===== src/fsin_pkg.sv =====
package fsin_pkg;

   localparam logic [31:0] INV_PI    = 32'h3EA2_F983;
   localparam logic [31:0] PI_A      = 32'h4049_0FDB;
   localparam logic [31:0] PI_B      = 32'hB3BB_BD2E;
   localparam logic [31:0] PI_C      = 32'hA777_2CED;
   localparam logic [31:0] COEF0     = 32'hBE2A_AAA7;
   localparam logic [31:0] COEF1     = 32'h3C08_8791;
   localparam logic [31:0] COEF2     = 32'hB94F_BE6B;
   localparam logic [31:0] COEF3     = 32'h362F_31B2;
   localparam logic [31:0] BIG_ARG   = 32'h4980_0000;
   localparam logic [31:0] SIGN_MASK = 32'h8000_0000;
   localparam logic [31:0] NEG_ZERO  = 32'h8000_0000;
   localparam logic [31:0] QNAN      = 32'h7FC0_0000;

   // side data that travels alongside each item through the arithmetic units
   typedef struct packed {
      logic        sx;
      logic        big;
      logic        n_odd;
      logic [31:0] neg_nf;
      logic [31:0] ax;
      logic [31:0] r;
      logic [31:0] rr;
      logic [31:0] rrr;
   } fsin_tag_type;

   function automatic logic [4:0] lzc20(input logic [19:0] v);
      logic [4:0] cnt;
      cnt = 5'd20;
      for (int i = 0; i < 20; i++) begin
         if (v[i]) cnt = 5'(19 - i);
      end
      return cnt;
   endfunction

   function automatic logic [4:0] lzc24(input logic [23:0] v);
      logic [4:0] cnt;
      cnt = 5'd24;
      for (int i = 0; i < 24; i++) begin
         if (v[i]) cnt = 5'(23 - i);
      end
      return cnt;
   endfunction

   function automatic logic [6:0] lzc77(input logic [76:0] v);
      logic [6:0] cnt;
      cnt = 7'd77;
      for (int i = 0; i < 77; i++) begin
         if (v[i]) cnt = 7'(76 - i);
      end
      return cnt;
   endfunction

endpackage


===== src/fsin_rnd.sv =====
module fsin_rnd (
   input  logic                  clock,
   input  logic                  reset,
   input  logic                  adv,
   input  logic                  in_valid,
   input  logic [31:0]           in_q,
   input  fsin_pkg::fsin_tag_type in_tag,
   output logic                  out_valid,
   output fsin_pkg::fsin_tag_type out_tag
);
   import fsin_pkg::*;

   // q rounded half-even to an integer n, then -n as a float
   logic         va_ff;
   logic [19:0]  na_ff, na_in;
   fsin_tag_type ta_ff;
   logic         vb_ff;
   fsin_tag_type tb_ff, tb_in;

   logic [7:0]  ea;
   logic [23:0] ma, ipa;
   logic        small_a;
   logic [4:0]  sa;
   logic [48:0] exta;
   logic        inca;
   always_comb begin
      ea      = in_q[30:23];
      ma      = {|ea, in_q[22:0]};
      small_a = (ea < 8'd126);
      sa      = 5'(8'd150 - ea);
      exta    = {ma, 25'd0} >> sa;
      ipa     = exta[48:25];
      inca    = exta[24] & ((|exta[23:0]) | ipa[0]);
      na_in   = small_a ? 20'd0 : 20'(ipa + 24'(inca));
   end

   logic [4:0]  lzb;
   logic [19:0] nnb;
   logic [7:0]  expb;
   always_comb begin
      lzb   = lzc20(na_ff);
      nnb   = na_ff << lzb;
      expb  = 8'd146 - {3'd0, lzb};
      tb_in = ta_ff;
      tb_in.n_odd  = na_ff[0];
      tb_in.neg_nf = (na_ff == 20'd0) ? NEG_ZERO : {1'b1, expb, nnb[18:0], 4'd0};
   end

   always_ff @(posedge clock) begin
      if (reset) begin
         va_ff <= 1'b0;
         vb_ff <= 1'b0;
      end else if (adv) begin
         va_ff <= in_valid;
         vb_ff <= va_ff;
      end
   end

   always_ff @(posedge clock) begin
      if (adv) begin
         na_ff <= na_in;
         ta_ff <= in_tag;
         tb_ff <= tb_in;
      end
   end

   assign out_valid = vb_ff;
   assign out_tag   = tb_ff;

endmodule


===== config.mk =====
export PLATFORM = sky130hd
export DESIGN_NAME = fsin_rnd
export DESIGN_NICKNAME = d
export VERILOG_FILES = /design/src/fsin_pkg.sv /design/src/fsin_rnd.sv
export SDC_FILE = /design/constraint.sdc
export NUM_CORES = 1
export LEC_CHECK = 0
export ABC_AREA = 1
export BUFFER_PORTS_ARGS = -buffer_cell sky130_fd_sc_hd__clkbuf_2
export CAP_MARGIN = 20
export CORE_ASPECT_RATIO = 1.25
export CORE_MARGIN = 3
export CORE_UTILIZATION = 45
export DETAILED_ROUTE_END_ITERATION = 10
export GPL_TIMING_DRIVEN = 0
export PLACE_DENSITY = 0.71
export SLEW_MARGIN = 25
export SYNTH_ARGS = -nofsm -noshare
export SYNTH_HDL_FRONTEND = slang
export SYNTH_SLANG_ARGS = --single-unit

===== constraint.sdc =====
create_clock -name clock -period 3.9 [get_ports clock]
set_input_delay 0.39 -clock clock [delete_from_list [all_inputs] [get_ports clock]]
set_output_delay 0.39 -clock clock [all_outputs]
set_load 0.05 [all_outputs]

# Word-level counts from Yosys, hierarchy flattened
# Index checks and enable logic that the tools add are counted.
# totals
ff_bits	315
output_inout_bits	164
wordCells	49
# classes
add_sub_neg	3
magnitude_cmp	1
shift	2
muxes	20
bitwise	2
reduce_logical	3
# op_table
operator	count
$mux W5	19
$shr A49 B5 Y45	1
$reduce_or A24 Y1	1
$add A20 B1 Y20	1
$logic_not A20 Y1	1
$shl A20 B5 Y19	1
$lt A8 B7 Y1 const B	1
$reduce_or A8 Y1	1
$sub A8 B5 Y8 const A	1
$sub A5 B5 Y5 const A	1
$mux W3	1
$and A1 B1 Y1	1
$or A1 B1 Y1	1

# Logic depth before layout (Yosys ltp)
# depth
ltp_word	21
ltp_mapped	27

# Worst setup path after synthesis
# Ideal clock, no wire load.
# synth_path
kind	in2reg
start	input port in_q[23]
end	register na_ff[12] (data pin)
setup_time_ns	0.254
arrival_time_ns	3.007
t_required_ns	3.646
setup_slack_ns	0.639
cell_stages	22
n_path_buf	3
cell_sequence	buf_4 inv_2 buf_4 ha_1 inv_1 buf_2 mux2i_1 nor2_1 a31oi_1 nand2_1 o21ai_1 nand2_1 o21ai_1 nor2_4 ha_1 nand2_2 nor2_1 nand2_1 nor2_1 nand2_1 a21oi_1 o21a_1
# synth_via
elab_chain_cells	6
elab_cells_between_ends	8
classes_between	add/sub: 2; order compare: 1; shift: 1; bitwise: 2; reduce/logical: 2
# synth_rtl
element	line_no	text
start: declaration	fsin_rnd.sv:6	input logic [31:0] in_q,
$sub A5 B5 Y5 or $reduce_or A8 Y1 (tied branches)	fsin_rnd.sv:30, fsin_rnd.sv:28	
$shr A49 B5 Y45	fsin_rnd.sv:31	exta = {ma, 25'd0} >> sa;
$reduce_or A24 Y1	fsin_rnd.sv:33	inca = exta[24] & ((|exta[23:0]) | ipa[0]);
$or A1 B1 Y1	fsin_rnd.sv:33	
$and A1 B1 Y1	fsin_rnd.sv:33	
$add A20 B1 Y20	fsin_rnd.sv:34	na_in = small_a ? 20'd0 : 20'(ipa + 24'(inca));
end signal: assignment	fsin_rnd.sv:61	na_ff <= na_in;
end: declaration	fsin_rnd.sv:15	logic [19:0] na_ff, na_in;
# Parallel ways exist; a longest one is shown, timed or not.
# A chain may end at the register's enable or synchronous reset.

# Final worst setup path
# layout_path
start	input port in_q[23]
end	register na_ff[10] (data pin)
# The elaborated chain is that of the path after synthesis.

==> key figures <==
Cells and area
  – Final Util: between 50% and 60%
  – FILL cells: between 2000 and 2500
  – Syn-to-layout area delta: 24.1%
  – NumNets Final: 1556
  – Fraction of layout cells with a size suffix above 1: 30.3%
  – N_diodes: 0
  – Finished Layout Cells: 1720

Route
  – DRT iter0 DRCs: 535
  – Antenna-violating nets left: 0
  – Routed wire per std cell: between 15 and 20 um
  – Vias/cell: 4.97
  – DRC: 0
  – TritonRoute pass-1 iters: 5
  – Via count: about 8500
  – WL final: 28000 um

Power
  – Final Power: 8.05 mW
  – PD cells: 516 nW/um^2
  – Peak supply drop: 0.311 mV
  – Leakage: 6.51 nW

Clock tree
  – Num CTS Buffers: 28
  – Max clock buf depth: 3
  – CTS tree: built
  – Hold-fix buffers, CTS: 0
  – Worst-Skew Late Latency: 0.53 ns
  – Post-CTS Setup Repair Bufs: 0
  – Root Buffer: clkbuf_16
  – Clock H-tree levels: 1
  – Post-cts sizing count: 0
  – Worst-path clk slew: 0.06 ns
  – CTS sink count: 310

Worst setup path
  – Crit. End Element: flop
  – CP required: 4.17 ns
  – Slowest Stage Delay on Critical Path: approximately 0.38 ns
  – Worst-path cell chain: clkbuf_2 -> buf_4 -> inv_2 -> buf_4 -> ha_1 -> inv_1 -> clkbuf_1 -> nor2_1 -> a31oi_1 -> o21ai_0 -> nor2_1 -> o21ai_1 -> nor2_4 -> ha_1 -> nand2_2 -> nor2_1 -> nand2_1 -> nor2_1 -> inv_1 -> o21ai_0 -> a21oi_1
  – CP dominant cell by count: nor2_1
  – Worst reg2reg startpoint: na_ff[17]
  – Crit path launch: in_q[23]
  – Critical path type: input port to flop
  – Slowest cell on crit path: ha_1
  – Startpoint Class: input port
  – Critical path fanouts, max: 10
  – Arrival time worst endpoint: about 3.9 ns

Logic synthesis
  – Largest area contributor in the netlist: edfxtp_1
  – Synth top area share: 73.6%
  – Yosys warning total: 0
  – Async S/R FF share, synth: 0%
  – Seq/Total Area, Yosys: 73.9%
  – FF+latch count, synth: 310
  – Post-synth EDFFs: 308
  – Most used DFF post-synth: edfxtp_1
  – Largest cells by area after synthesis: edfxtp_1, nand2_1, nand3_1
  – Avg Inst Size Synth: 12.6 um^2
  – Synth Instances: 994
  – Yosys cell types: 43
  – Post-Syn Area: 12600 um^2

STA
  – Final Setup Violations: 0
  – Worst-margin pin slew: between 1 and 1.5 ns
  – RSZ-0062 raised after global routing: false
  – Slew Viols, Final: 0
  – F_max: 275 MHz
  – Final period util: 93.1%
  – Slew headroom: 28.3%
  – Max Clock Skew: 0.0147 ns
  – Fin. Hold Viols: 0
  – Tmin final: approximately 3.6 ns

Placement
  – DPL Wire Length: approximately 22000 um
  – Port Buffers: about 320
  – Gpl congestion: 0.917
  – Placed cell count: ~1700

Worst hold path
  – Hold Startpoint: reset
  – Hold Path Class: input port to flop

Floorplanning
  – Io pins: roughly 360
  – Die X: 155 um
  – Die Y-Extent: 193 um
  – Starting Density: a little under half
  – Site Rows: 67
  – Total die area: 30000 um^2
  – Core Region: about 27000 um^2

Global routing
  – Global-route wire length before repair: 41300 um
  – Gr usage total: 17.3%
  – Largest net degree at the start of global routing: 88
  – Number of global-route vias before repair: 7976
  – Antenna violations before repair: 0
  – Overflow left after global routing: 0

Run status
  – Status: completed

Flow run
  – Max-Cap Viols: 0
## per-layer routing
metal | vias up | routed length (um) | GRT usage [%]
met1 | 3902 | 9960 | 19.2
met4 | 0 | 1080 | 7.17
met3 | 67 | 1850 | 2.67
met5 | - | 0 | 0
met2 | 341 | 15100 | 33.0
li1 | 4231 | - | -
## worst max-delay path, delay by kind of cell
kind            cells  cell delay [ns]
fa+ha+maj           2             0.69
compound gates      5             0.82
simple gates        7             0.87
buf+inv             7             1.11
## flip-flops by register name, summed over array words and instances, names as in the netlist
name and cells:
ta_ff 130, na_ff 20, out_tag 158, va_ff 1
out_valid 1
## Yosys cell counts (8+ instances only)
master    number
buf_2         10
clkbuf_1      13
nand2_1      222
a21oi_1       29
mux2i_1       11
o21ai_1       28
nand4_1       10
inv_1         68
inv_2          8
o21ai_0       44
edfxtp_1     308
nand3_1       98
nor2_1        67
## cell families after synthesis
family | synth area share (%)
compound gates | 5.92
xor+xnor | 0.618
fa+ha+maj | 0.398
buf+inv | 3.77
flops | 73.9
mux | 0.877
other cells | 0.0598
simple gates | 14.4
## cells in the final DEF (no fill, tap or decap), types with 8 or more instances in the layout
cell type / count
inv_2: 8
nor2_1: 67
buf_2: 10
clkbuf_2: 322
nand4_1: 10
nand3_1: 98
nand2_1: 222
clkbuf_1: 22
mux2i_1: 11
edfxtp_1: 308
o21ai_0: 44
a21oi_1: 29
inv_1: 68
clkbuf_16: 29
o21ai_1: 28
clkinv_1: 10
## power by group
group | switching [mW] | total, mW | internal (mW)
registers | 0.0787 | 4.06 | 3.98
logic | 1.05 | 1.40 | 0.353
clock network | 1.09 | 2.59 | 1.49
## through the flow
step | TNS [ns] | area, um^2 | hold slack (ns) | worst slack (ns)
floorplan | 0 | 12600 | 0.400 | 0.639
global placement | -647.80 | 14600 | 0.400 | -2.25
detailed placement | -1.15 | 14700 | 0.405 | -0.286
CTS | 0 | 15600 | 0.000604 | 0.264
global route | 0 | 15600 | 0.00844 | 0.0577
finish | 0 | 15600 | 0.0205 | 0.269
## final timing paths
kind,end,depth (start not counted),slack (ns)
setup / recovery,na_ff[10],21,0.27
hold / removal,va_ff,2,0.02
setup reg to reg,out_tag[144],7,0.44
hold reg to reg,out_tag[11],0,0.42
## layout make-up
cell class | count | area (um^2) | share of cell area [%]
Tap cell | 345 | 432 | 2.77
Sequential cell | 310 | 9290 | 59.6
Inverter | 77 | 289 | 1.85
Buffer | 33 | 185 | 1.19
Multi-Input combinational cell | 577 | 2810 | 18.0
Clock buffer | 38 | 759 | 4.87
Clock inverter | 14 | 118 | 0.754
Timing Repair Buffer | 326 | 1710 | 11.0
Power figures use the tool's default switching activity.
