===== config.mk =====
export PLATFORM = sky130hd
export DESIGN_NAME = fsin_fma
export DESIGN_NICKNAME = d
export VERILOG_FILES = /design/src/fsin_pkg.sv /design/src/fsin_fma.sv
export SDC_FILE = /design/constraint.sdc
export NUM_CORES = 2
export LEC_CHECK = 0
export ABC_AREA = 1
export BUFFER_PORTS_ARGS = -buffer_cell sky130_fd_sc_hd__buf_4
export CAP_MARGIN = 20
export CORE_ASPECT_RATIO = 1.1
export CORE_UTILIZATION = 52
export DETAILED_ROUTE_END_ITERATION = 16
export MAX_ROUTING_LAYER = met4
export PLACE_DENSITY_LB_ADDON = 0.2
export SLEW_MARGIN = 20
export SYNTH_ARGS = -nofsm -noshare
export SYNTH_HDL_FRONTEND = slang
export SYNTH_SLANG_ARGS = --single-unit

===== constraint.sdc =====
create_clock -name clock -period 13.7 [get_ports clock]
set_input_delay 0.685 -clock clock [delete_from_list [all_inputs] [get_ports clock]]
set_output_delay 0.685 -clock clock [all_outputs]
set_load 0.02 [all_outputs]

===== src/fsin_pkg.sv =====
package fsin_pkg;

   localparam logic [31:0] INV_PI    = 32'h3EA2_F983;
   localparam logic [31:0] PI_A      = 32'h4049_0FDB;
   localparam logic [31:0] PI_B      = 32'hB3BB_BD2E;
   localparam logic [31:0] PI_C      = 32'hA777_2CED;
   localparam logic [31:0] COEF0     = 32'hBE2A_AAA7;
   localparam logic [31:0] COEF1     = 32'h3C08_8791;
   localparam logic [31:0] COEF2     = 32'hB94F_BE6B;
   localparam logic [31:0] COEF3     = 32'h362F_31B2;
   localparam logic [31:0] BIG_ARG   = 32'h4980_0000;
   localparam logic [31:0] SIGN_MASK = 32'h8000_0000;
   localparam logic [31:0] NEG_ZERO  = 32'h8000_0000;
   localparam logic [31:0] QNAN      = 32'h7FC0_0000;

   // side data that travels alongside each item through the arithmetic units
   typedef struct packed {
      logic        sx;
      logic        big;
      logic        n_odd;
      logic [31:0] neg_nf;
      logic [31:0] ax;
      logic [31:0] r;
      logic [31:0] rr;
      logic [31:0] rrr;
   } fsin_tag_type;

   function automatic logic [4:0] lzc20(input logic [19:0] v);
      logic [4:0] cnt;
      cnt = 5'd20;
      for (int i = 0; i < 20; i++) begin
         if (v[i]) cnt = 5'(19 - i);
      end
      return cnt;
   endfunction

   function automatic logic [4:0] lzc24(input logic [23:0] v);
      logic [4:0] cnt;
      cnt = 5'd24;
      for (int i = 0; i < 24; i++) begin
         if (v[i]) cnt = 5'(23 - i);
      end
      return cnt;
   endfunction

   function automatic logic [6:0] lzc77(input logic [76:0] v);
      logic [6:0] cnt;
      cnt = 7'd77;
      for (int i = 0; i < 77; i++) begin
         if (v[i]) cnt = 7'(76 - i);
      end
      return cnt;
   endfunction

endpackage


===== src/fsin_fma.sv =====
module fsin_fma (
   input  logic                  clock,
   input  logic                  reset,
   input  logic                  adv,
   input  logic                  in_valid,
   input  logic [31:0]           in_a,
   input  logic [31:0]           in_b,
   input  logic [31:0]           in_c,
   input  fsin_pkg::fsin_tag_type in_tag,
   output logic                  out_valid,
   output logic [31:0]           out_res,
   output fsin_pkg::fsin_tag_type out_tag
);
   import fsin_pkg::*;

   // a + b*c, one rounding to nearest even; six stages
   typedef struct packed {
      logic               sign;
      logic               zero;
      logic [23:0]        mant;
      logic signed [11:0] lsb;
   } fsin_op_type;

   function automatic fsin_op_type unpack(input logic [31:0] f);
      fsin_op_type o;
      logic [4:0]  lz;
      lz     = lzc24({1'b0, f[22:0]});
      o.sign = f[31];
      o.zero = (f[30:0] == 31'd0);
      if (f[30:23] == 8'd0) begin
         o.mant = {1'b0, f[22:0]} << lz;
         o.lsb  = -12'sd149 - $signed({7'd0, lz});
      end else begin
         o.mant = {1'b1, f[22:0]};
         o.lsb  = $signed({4'd0, f[30:23]}) - 12'sd150;
      end
      return o;
   endfunction

   // stage 1
   logic         v1_ff;
   fsin_op_type  a1_ff, b1_ff, c1_ff;
   fsin_tag_type t1_ff;

   // stage 2
   logic               v2_ff;
   logic [47:0]        prod2_ff, prod2_in;
   logic signed [11:0] lp2_ff, lp2_in;
   logic signed [11:0] sh2_ff, sh2_in;
   logic               sp2_ff, pz2_ff;
   fsin_op_type        a2_ff;
   fsin_tag_type       t2_ff;

   // stage 3
   logic               v3_ff;
   logic [75:0]        aw3_ff, aw3_in, pw3_ff, pw3_in;
   logic signed [11:0] lw3_ff, lw3_in;
   logic               sa3_ff, sp3_ff, sub3_ff;
   fsin_tag_type       t3_ff;

   // stage 4
   logic               v4_ff;
   logic [76:0]        m4_ff, m4_in;
   logic               sg4_ff, sg4_in, z4_ff, z4_in;
   logic signed [11:0] lw4_ff;
   fsin_tag_type       t4_ff;

   // stage 5
   logic               v5_ff;
   logic [76:0]        mn5_ff, mn5_in;
   logic signed [11:0] be5_ff, be5_in;
   logic               sg5_ff, z5_ff;
   fsin_tag_type       t5_ff;

   // stage 6
   logic               v6_ff;
   logic [31:0]        res6_ff, res6_in;
   fsin_tag_type       t6_ff;

   always_comb begin
      prod2_in = 48'(b1_ff.mant) * 48'(c1_ff.mant);
      lp2_in   = $signed(b1_ff.lsb) + $signed(c1_ff.lsb);
      sh2_in   = lp2_in - $signed(a1_ff.lsb) + 12'sd50;
   end

   // alignment: addend far above the product leaves the product as a sticky bit
   logic         top3;
   logic [6:0]   shc3;
   logic [151:0] ext3;
   always_comb begin
      top3 = pz2_ff || (!a2_ff.zero && (sh2_ff < 12'sd0));
      shc3 = (sh2_ff > 12'sd127) ? 7'd127 : sh2_ff[6:0];
      ext3 = {a2_ff.mant, 128'd0} >> shc3;
      if (top3) begin
         aw3_in = {a2_ff.mant, 52'd0};
         pw3_in = {75'd0, !pz2_ff};
         lw3_in = $signed(a2_ff.lsb) - 12'sd52;
      end else begin
         aw3_in = a2_ff.zero ? 76'd0 : {ext3[151:77], ext3[76] | (|ext3[75:0])};
         pw3_in = {26'd0, prod2_ff, 2'b00};
         lw3_in = lp2_ff - 12'sd2;
      end
   end

   logic [76:0] sum4, dpa4, dap4;
   always_comb begin
      sum4 = {1'b0, aw3_ff} + {1'b0, pw3_ff};
      dpa4 = {1'b0, pw3_ff} - {1'b0, aw3_ff};
      dap4 = {1'b0, aw3_ff} - {1'b0, pw3_ff};
      if (!sub3_ff) begin
         m4_in  = sum4;
         sg4_in = sa3_ff;
      end else if (pw3_ff >= aw3_ff) begin
         m4_in  = dpa4;
         sg4_in = sp3_ff;
      end else begin
         m4_in  = dap4;
         sg4_in = sa3_ff;
      end
      z4_in = (m4_in == 77'd0);
      // exact cancellation gives +0
      if (z4_in) sg4_in = sub3_ff ? 1'b0 : sa3_ff;
   end

   logic [6:0] lz5;
   always_comb begin
      lz5    = lzc77(m4_ff);
      mn5_in = m4_ff << lz5;
      be5_in = lw4_ff + 12'sd203 - $signed({5'd0, lz5});
   end

   logic signed [11:0] omb6;
   logic [4:0]         ds6;
   logic [76:0]        mask6, ms6;
   logic               lost6, g6, st6, inc6;
   logic [7:0]         expf6;
   logic [30:0]        mag6;
   always_comb begin
      omb6  = 12'sd1 - be5_ff;
      if (be5_ff > 12'sd0) ds6 = 5'd0;
      else ds6 = (omb6 > 12'sd31) ? 5'd31 : omb6[4:0];
      mask6 = (77'd1 << ds6) - 77'd1;
      lost6 = |(mn5_ff & mask6);
      ms6   = mn5_ff >> ds6;
      expf6 = (be5_ff > 12'sd0) ? be5_ff[7:0] : 8'd0;
      g6    = ms6[52];
      st6   = (|ms6[51:0]) | lost6;
      inc6  = g6 & (st6 | ms6[53]);
      mag6  = {expf6, ms6[75:53]} + 31'(inc6);
      if (z5_ff) res6_in = {sg5_ff, 31'd0};
      else if (be5_ff >= 12'sd255) res6_in = {sg5_ff, 8'hFF, 23'd0};
      else res6_in = {sg5_ff, mag6};
   end

   always_ff @(posedge clock) begin
      if (reset) begin
         v1_ff <= 1'b0;
         v2_ff <= 1'b0;
         v3_ff <= 1'b0;
         v4_ff <= 1'b0;
         v5_ff <= 1'b0;
         v6_ff <= 1'b0;
      end else if (adv) begin
         v1_ff <= in_valid;
         v2_ff <= v1_ff;
         v3_ff <= v2_ff;
         v4_ff <= v3_ff;
         v5_ff <= v4_ff;
         v6_ff <= v5_ff;
      end
   end

   always_ff @(posedge clock) begin
      if (adv) begin
         a1_ff    <= unpack(in_a);
         b1_ff    <= unpack(in_b);
         c1_ff    <= unpack(in_c);
         t1_ff    <= in_tag;
         prod2_ff <= prod2_in;
         lp2_ff   <= lp2_in;
         sh2_ff   <= sh2_in;
         sp2_ff   <= b1_ff.sign ^ c1_ff.sign;
         pz2_ff   <= b1_ff.zero | c1_ff.zero;
         a2_ff    <= a1_ff;
         t2_ff    <= t1_ff;
         aw3_ff   <= aw3_in;
         pw3_ff   <= pw3_in;
         lw3_ff   <= lw3_in;
         sa3_ff   <= a2_ff.sign;
         sp3_ff   <= sp2_ff;
         sub3_ff  <= a2_ff.sign ^ sp2_ff;
         t3_ff    <= t2_ff;
         m4_ff    <= m4_in;
         sg4_ff   <= sg4_in;
         z4_ff    <= z4_in;
         lw4_ff   <= lw3_ff;
         t4_ff    <= t3_ff;
         mn5_ff   <= mn5_in;
         be5_ff   <= be5_in;
         sg5_ff   <= sg4_ff;
         z5_ff    <= z4_ff;
         t5_ff    <= t4_ff;
         res6_ff  <= res6_in;
         t6_ff    <= t5_ff;
      end
   end

   assign out_valid = v6_ff;
   assign out_res   = res6_ff;
   assign out_tag   = t6_ff;

endmodule


======== Word level (Yosys, flattened, before mapping) ========
Index checks and enable logic that the tools add are counted.
W data, S select, Z words.
storage, ports and cells
  word-level logic and storage cells ...... 321
  flip-flop bits (word level) ............. 1,591
cells by class
  add/sub/neg operators ................... 19
  $lt $le $gt $ge ......................... 6
  multiply operators ...................... 1
  reductions and logical operators ........ 16
  mux-type cells .......................... 166
  bitwise gates (word level) .............. 8
  shift-type cells ........................ 7
operators with widths
  cell                     count
  $mux W7                  77
  $mux W5                  71
  $mux W77                 2
  $sub A76 B76 Y77         2
  $mux W76                 2
  $shr A152 B7 Y152        1
  $mux W35                 3
  $logic_not A31 Y1        3
  $add A76 B76 Y77         1
  $and A77 B77 Y77         1
  $logic_not A77 Y1        1
  $reduce_or A77 Y1        1
  $shl A1 B5 Y77 const A   1
  $shl A77 B7 Y77          1
  $shr A77 B5 Y76          1
  $sub A77 B1 Y77 const B  1
  $ge A76 B76 Y1           1
  $reduce_or A76 Y1        1
  $shl A23 B5 Y24          3
  $reduce_or A52 Y1        1
  $mul A24 B24 Y48         1
  $add A31 B1 Y31          1
  $mux W31                 1
  $sub A9 B6 Y10 const A   3
  other kinds (26)         42

======== Longest topological paths before layout ========
  depth in word-level cells ............... 78
  mapped depth ............................ 91

======== Worst setup path before layout ========
No wires, ideal clock.
  path kind ............................... reg-to-reg
  from .................................... reg c1_ff[12] (netlist name)
  to ...................................... reg prod2_ff[47] (data pin)
  period minus slack after synthesis ...... 8.233 ns
  data required time ...................... 13.434 ns
  path slack .............................. 5.467 ns
  cell stages (with the launch flop) ...... 48
  data arrival time ....................... 7.967 ns
  cell sequence ........................... edfxtp_1 clkbuf_1 nand2_1 inv_1 fa_1 inv_1 fa_1 inv_1 fa_1 ha_1 fa_1 inv_1 fa_1 fa_1 inv_1 ha_1 a21oi_1 nor2_1 (+12 left out) nand3_1 nand2_1 nand2_1 o211ai_1 a21o_1 a21oi_1 o21ai_0 a21oi_1 inv_1 a21oi_1 o21ai_0 nand3_1 nand2_1 a21oi_1 inv_1 a21oi_1 o221ai_1 xor2_1
on the way
  cells in the longest elaborated chain, start to end .. 1
ends and longest elaborated chain
  what                    RTL line         RTL
  start, declared         fsin_fma.sv:42   fsin_op_type a1_ff, b1_ff, c1_ff;
  start signal, assigned  fsin_fma.sv:177  c1_ff <= unpack(in_c);
  $mul A24 B24 Y48        fsin_fma.sv:81   prod2_in = 48'(b1_ff.mant) * 48'(c1_ff.mant);
  named net prod2_in[47]  fsin_fma.sv:47   logic [47:0] prod2_ff, prod2_in;
  end signal, assigned    fsin_fma.sv:179  prod2_ff <= prod2_in;
  end, declared           fsin_fma.sv:47
The timed path passes the listed nets, and every way through them passes these cells.
A chain may end at the register's enable or synchronous reset.

======== Worst setup path in the final report ========
  from .................................... reg c1_ff[13] (netlist name)
  to ...................................... reg prod2_ff[47] (data pin)
Same word-level chain as after synthesis.

==> metrics.txt <==
Worst Hold Class=primary input to flip-flop; Skew-Pair Late Insertion Delay=approximately 0.86 ns; TritonCTS clock tree=yes; Die Ht=~460 um; total of cells resized after clock tree synthesis=0; data arrival time of the worst path=~10 ns; Clock Sinks=roughly 1600; Max transition margin=between 15 and 20%; wire per inst=between 20 and 25 um; Total Routed Length=around 290000 um; number of buffers added by the clock tree synthesis step=160; post-route worst hold slack=~0.054 ns; minimum clock period after layout=around 9.7 ns; placed cell area=about 0.10 mm2; most frequent cells in the layout=2087 x nand2_1, 1924 x inv_1, 1546 x edfxtp_1, 818 x nor2_1, 756 x nand3_1; Fmax achieved=between 0.1 and 0.15 GHz; type of the worst setup path=flip-flop to flip-flop; share of flip-flops with an asynchronous set or reset=0%; routed vias=about 76000; Port Buf Inserts=approximately 460; main flop type after synthesis=edfxtp_1; fraction of post-synthesis cell area in the top cell type by area=47.5%; Clock H-tree levels=4; clk root buf=clkbuf_16; portion of the post-synthesis area used by sequential elements=around 48%; hold_buf cts=156; number of nets in the layout=around 12000; Yosys top cell by area=edfxtp_1; worst slew pin tran=between 1 and 1.5 ns; max-slew violation count=0; PwrDens=between 200 and 300 mW/mm2; HPWL after detailed placement=approximately 230000 um; Net Count, Synth=roughly 12000; drt via density=5.54; number of different library cells in the post-synthesis netlist=71; Max IR drop VDD=approximately 0.75 mV; core footprint=between 0.15 and 0.2 mm2; most common library cell in the layout ignoring fill and taps=nand2_1; signed area change from the synthesized netlist to the final layout=13.0%; outcome=finished clean; wire length of the first global-routing pass=between 400000 and 500000 um; number of violations reported at the end of detailed-routing iteration 0=about 7000; final standard cell utilization of the core=approximately three fifths; largest fanout on the critical path=24; Tcrit/Tclk final=a little under three quarters; die width=416 um; number of maximum-capacitance constraint violations=0; Yosys warnings=0; Seq cells post-synth=between 1500 and 2000; die area=~0.19 mm2; Leak=approximately 0.049 uW; Register-to-Register Setup Slack=between 3 and 4 ns; post-CTS setup buffer count=0; starting density of the core=52.4%; mean instance size in the synthesized netlist=between 9 and 10 um2; maximum number of buffers from clock root to sink=3; remaining global-route overflow=0; final sum of negative setup slack=0 ns; row cnt=about 170; count of flip-flops with a built-in enable after synthesis=1546; ANT nets after route=0; CP Data Required Time=roughly 14 ns; post-CTS clock slew at the launch and capture registers of the worst setup and hold paths=0.07 ns; Final setup violation count=0; pin count of the biggest net entering global routing=between 150 and 200; Critical Path Max Stage Delay=~0.82 ns; worst slack at placement=4.05 ns; DR DRC count=0; IO Count=459; initial antenna violation count=5; top post-synthesis cells by area=edfxtp_1 47%, fa_1 9.9%, nand2_1 8.0%; Cells after Synth=approximately 11000; launching element type of the critical path=flip-flop; fin area=around 0.11 mm2; final setup skew=approximately 0.067 ns; Netlist Area Pre-Place=0.0978 mm2; unrepaired setup endpoints after global routing=false; GRT Resource Usage Total=between 30% and 40%; final hold violation count=0; type of destination of the critical path=flip-flop; length of the first detailed-routing pass in iterations=6; via count of the first global-routing pass=75800; placer congestion estimate=roughly 1.1; slowest stage cell, crit path=edfxtp_1; setup slack of the critical path after layout=3.98 ns; fraction of final layout cells sized beyond drive strength 1=8.05%
## final timing paths
check	from	end	depth (start not counted)
setup / recovery	c1_ff[13]	prod2_ff[47]	46
setup reg to reg	c1_ff[13]	prod2_ff[47]	46
hold reg to reg	t3_ff[126]	t4_ff[126]	0
hold / removal	in_tag[158]	t1_ff[158]	1
## kinds of logic after synthesis
kind of cell | Yosys count | synth area share [%]
adders and majority gates | 872 | 14.9
and+or+nand+nor | 3978 | 17.0
AOI/OAI and AO/OA | 1663 | 9.47
DFF | 1552 | 47.6
muxes | 34 | 0.348
xor gates and xnor gates | 177 | 1.58
buffers and inverters | 2363 | 9.17
## through the flow
stage                     std cells  total power, uW
after floorplan               10600            18500
after global placement        13200            23200
after detailed placement      13200            23600
after CTS                     13700            28000
after global routing          13700            30400
final                         13700            28100
## sequential cells by signal (all words and copies together) (netlist names), 32 cells and up
signal and count:
a1_ff 35, a2_ff 35, aw3_ff 76, b1_ff 35, c1_ff 35, m4_ff 77, mn5_ff 77, out_res 32
out_tag 163, prod2_ff 48, pw3_ff 49, t1_ff 163, t2_ff 163, t3_ff 163, t4_ff 163, t5_ff 163
## worst max-delay path: cells and delay by family (launching register included)
kind            cells  cell delay (ns)
buf+inv             8             0.48
simple gates       14             1.37
fa+ha+maj           8             3.57
compound gates     15             2.99
flops               1             0.82
xor+xnor            1             0.17
## cell type report
type	count	area (um2)
Multi-Input combinational cell	6724	42400
Clock buffer	201	4170
Timing Repair Buffer	738	6010
Fill cell	16100	76000
Inverter	1947	7310
Tap cell	2436	3050
Sequential cell	1552	46500
Antenna cell	6	15.0
Clock inverter	86	1020
## power breakdown
part | leakage (uW) | total [uW] | internal (uW) | switching, uW
clock network | 0.00248 | 4240 | 2360 | 1880
registers | 0.0152 | 6900 | 6620 | 279
logic | 0.0312 | 17000 | 6150 | 10800
total | 0.0489 | 28100 | 15100 | 13000
## layer usage
metal | routed length, um | vias up | global-route usage [%]
li1 | - | 36000 | -
met5 | 0 | - | -
met1 | 114000 | 36400 | 37.1
met3 | 15000 | 672 | 3.47
met4 | 17100 | 0 | 16.0
met2 | 147000 | 2810 | 53.8
## synthesized netlist by cell type (51+ instances only)
cell         n
a21oi_1    490
buf_1       51
clkbuf_1   315
edfxtp_1  1546
fa_1       485
ha_1       387
inv_1     1927
nand2_1   2091
nand3_1    756
nand4_1     77
nor2_1     822
nor3_1      94
nor4_1      77
o21ai_0    755
o22ai_1     59
xor2_1     136
Note: power is estimated with default switching activity, not from simulation.
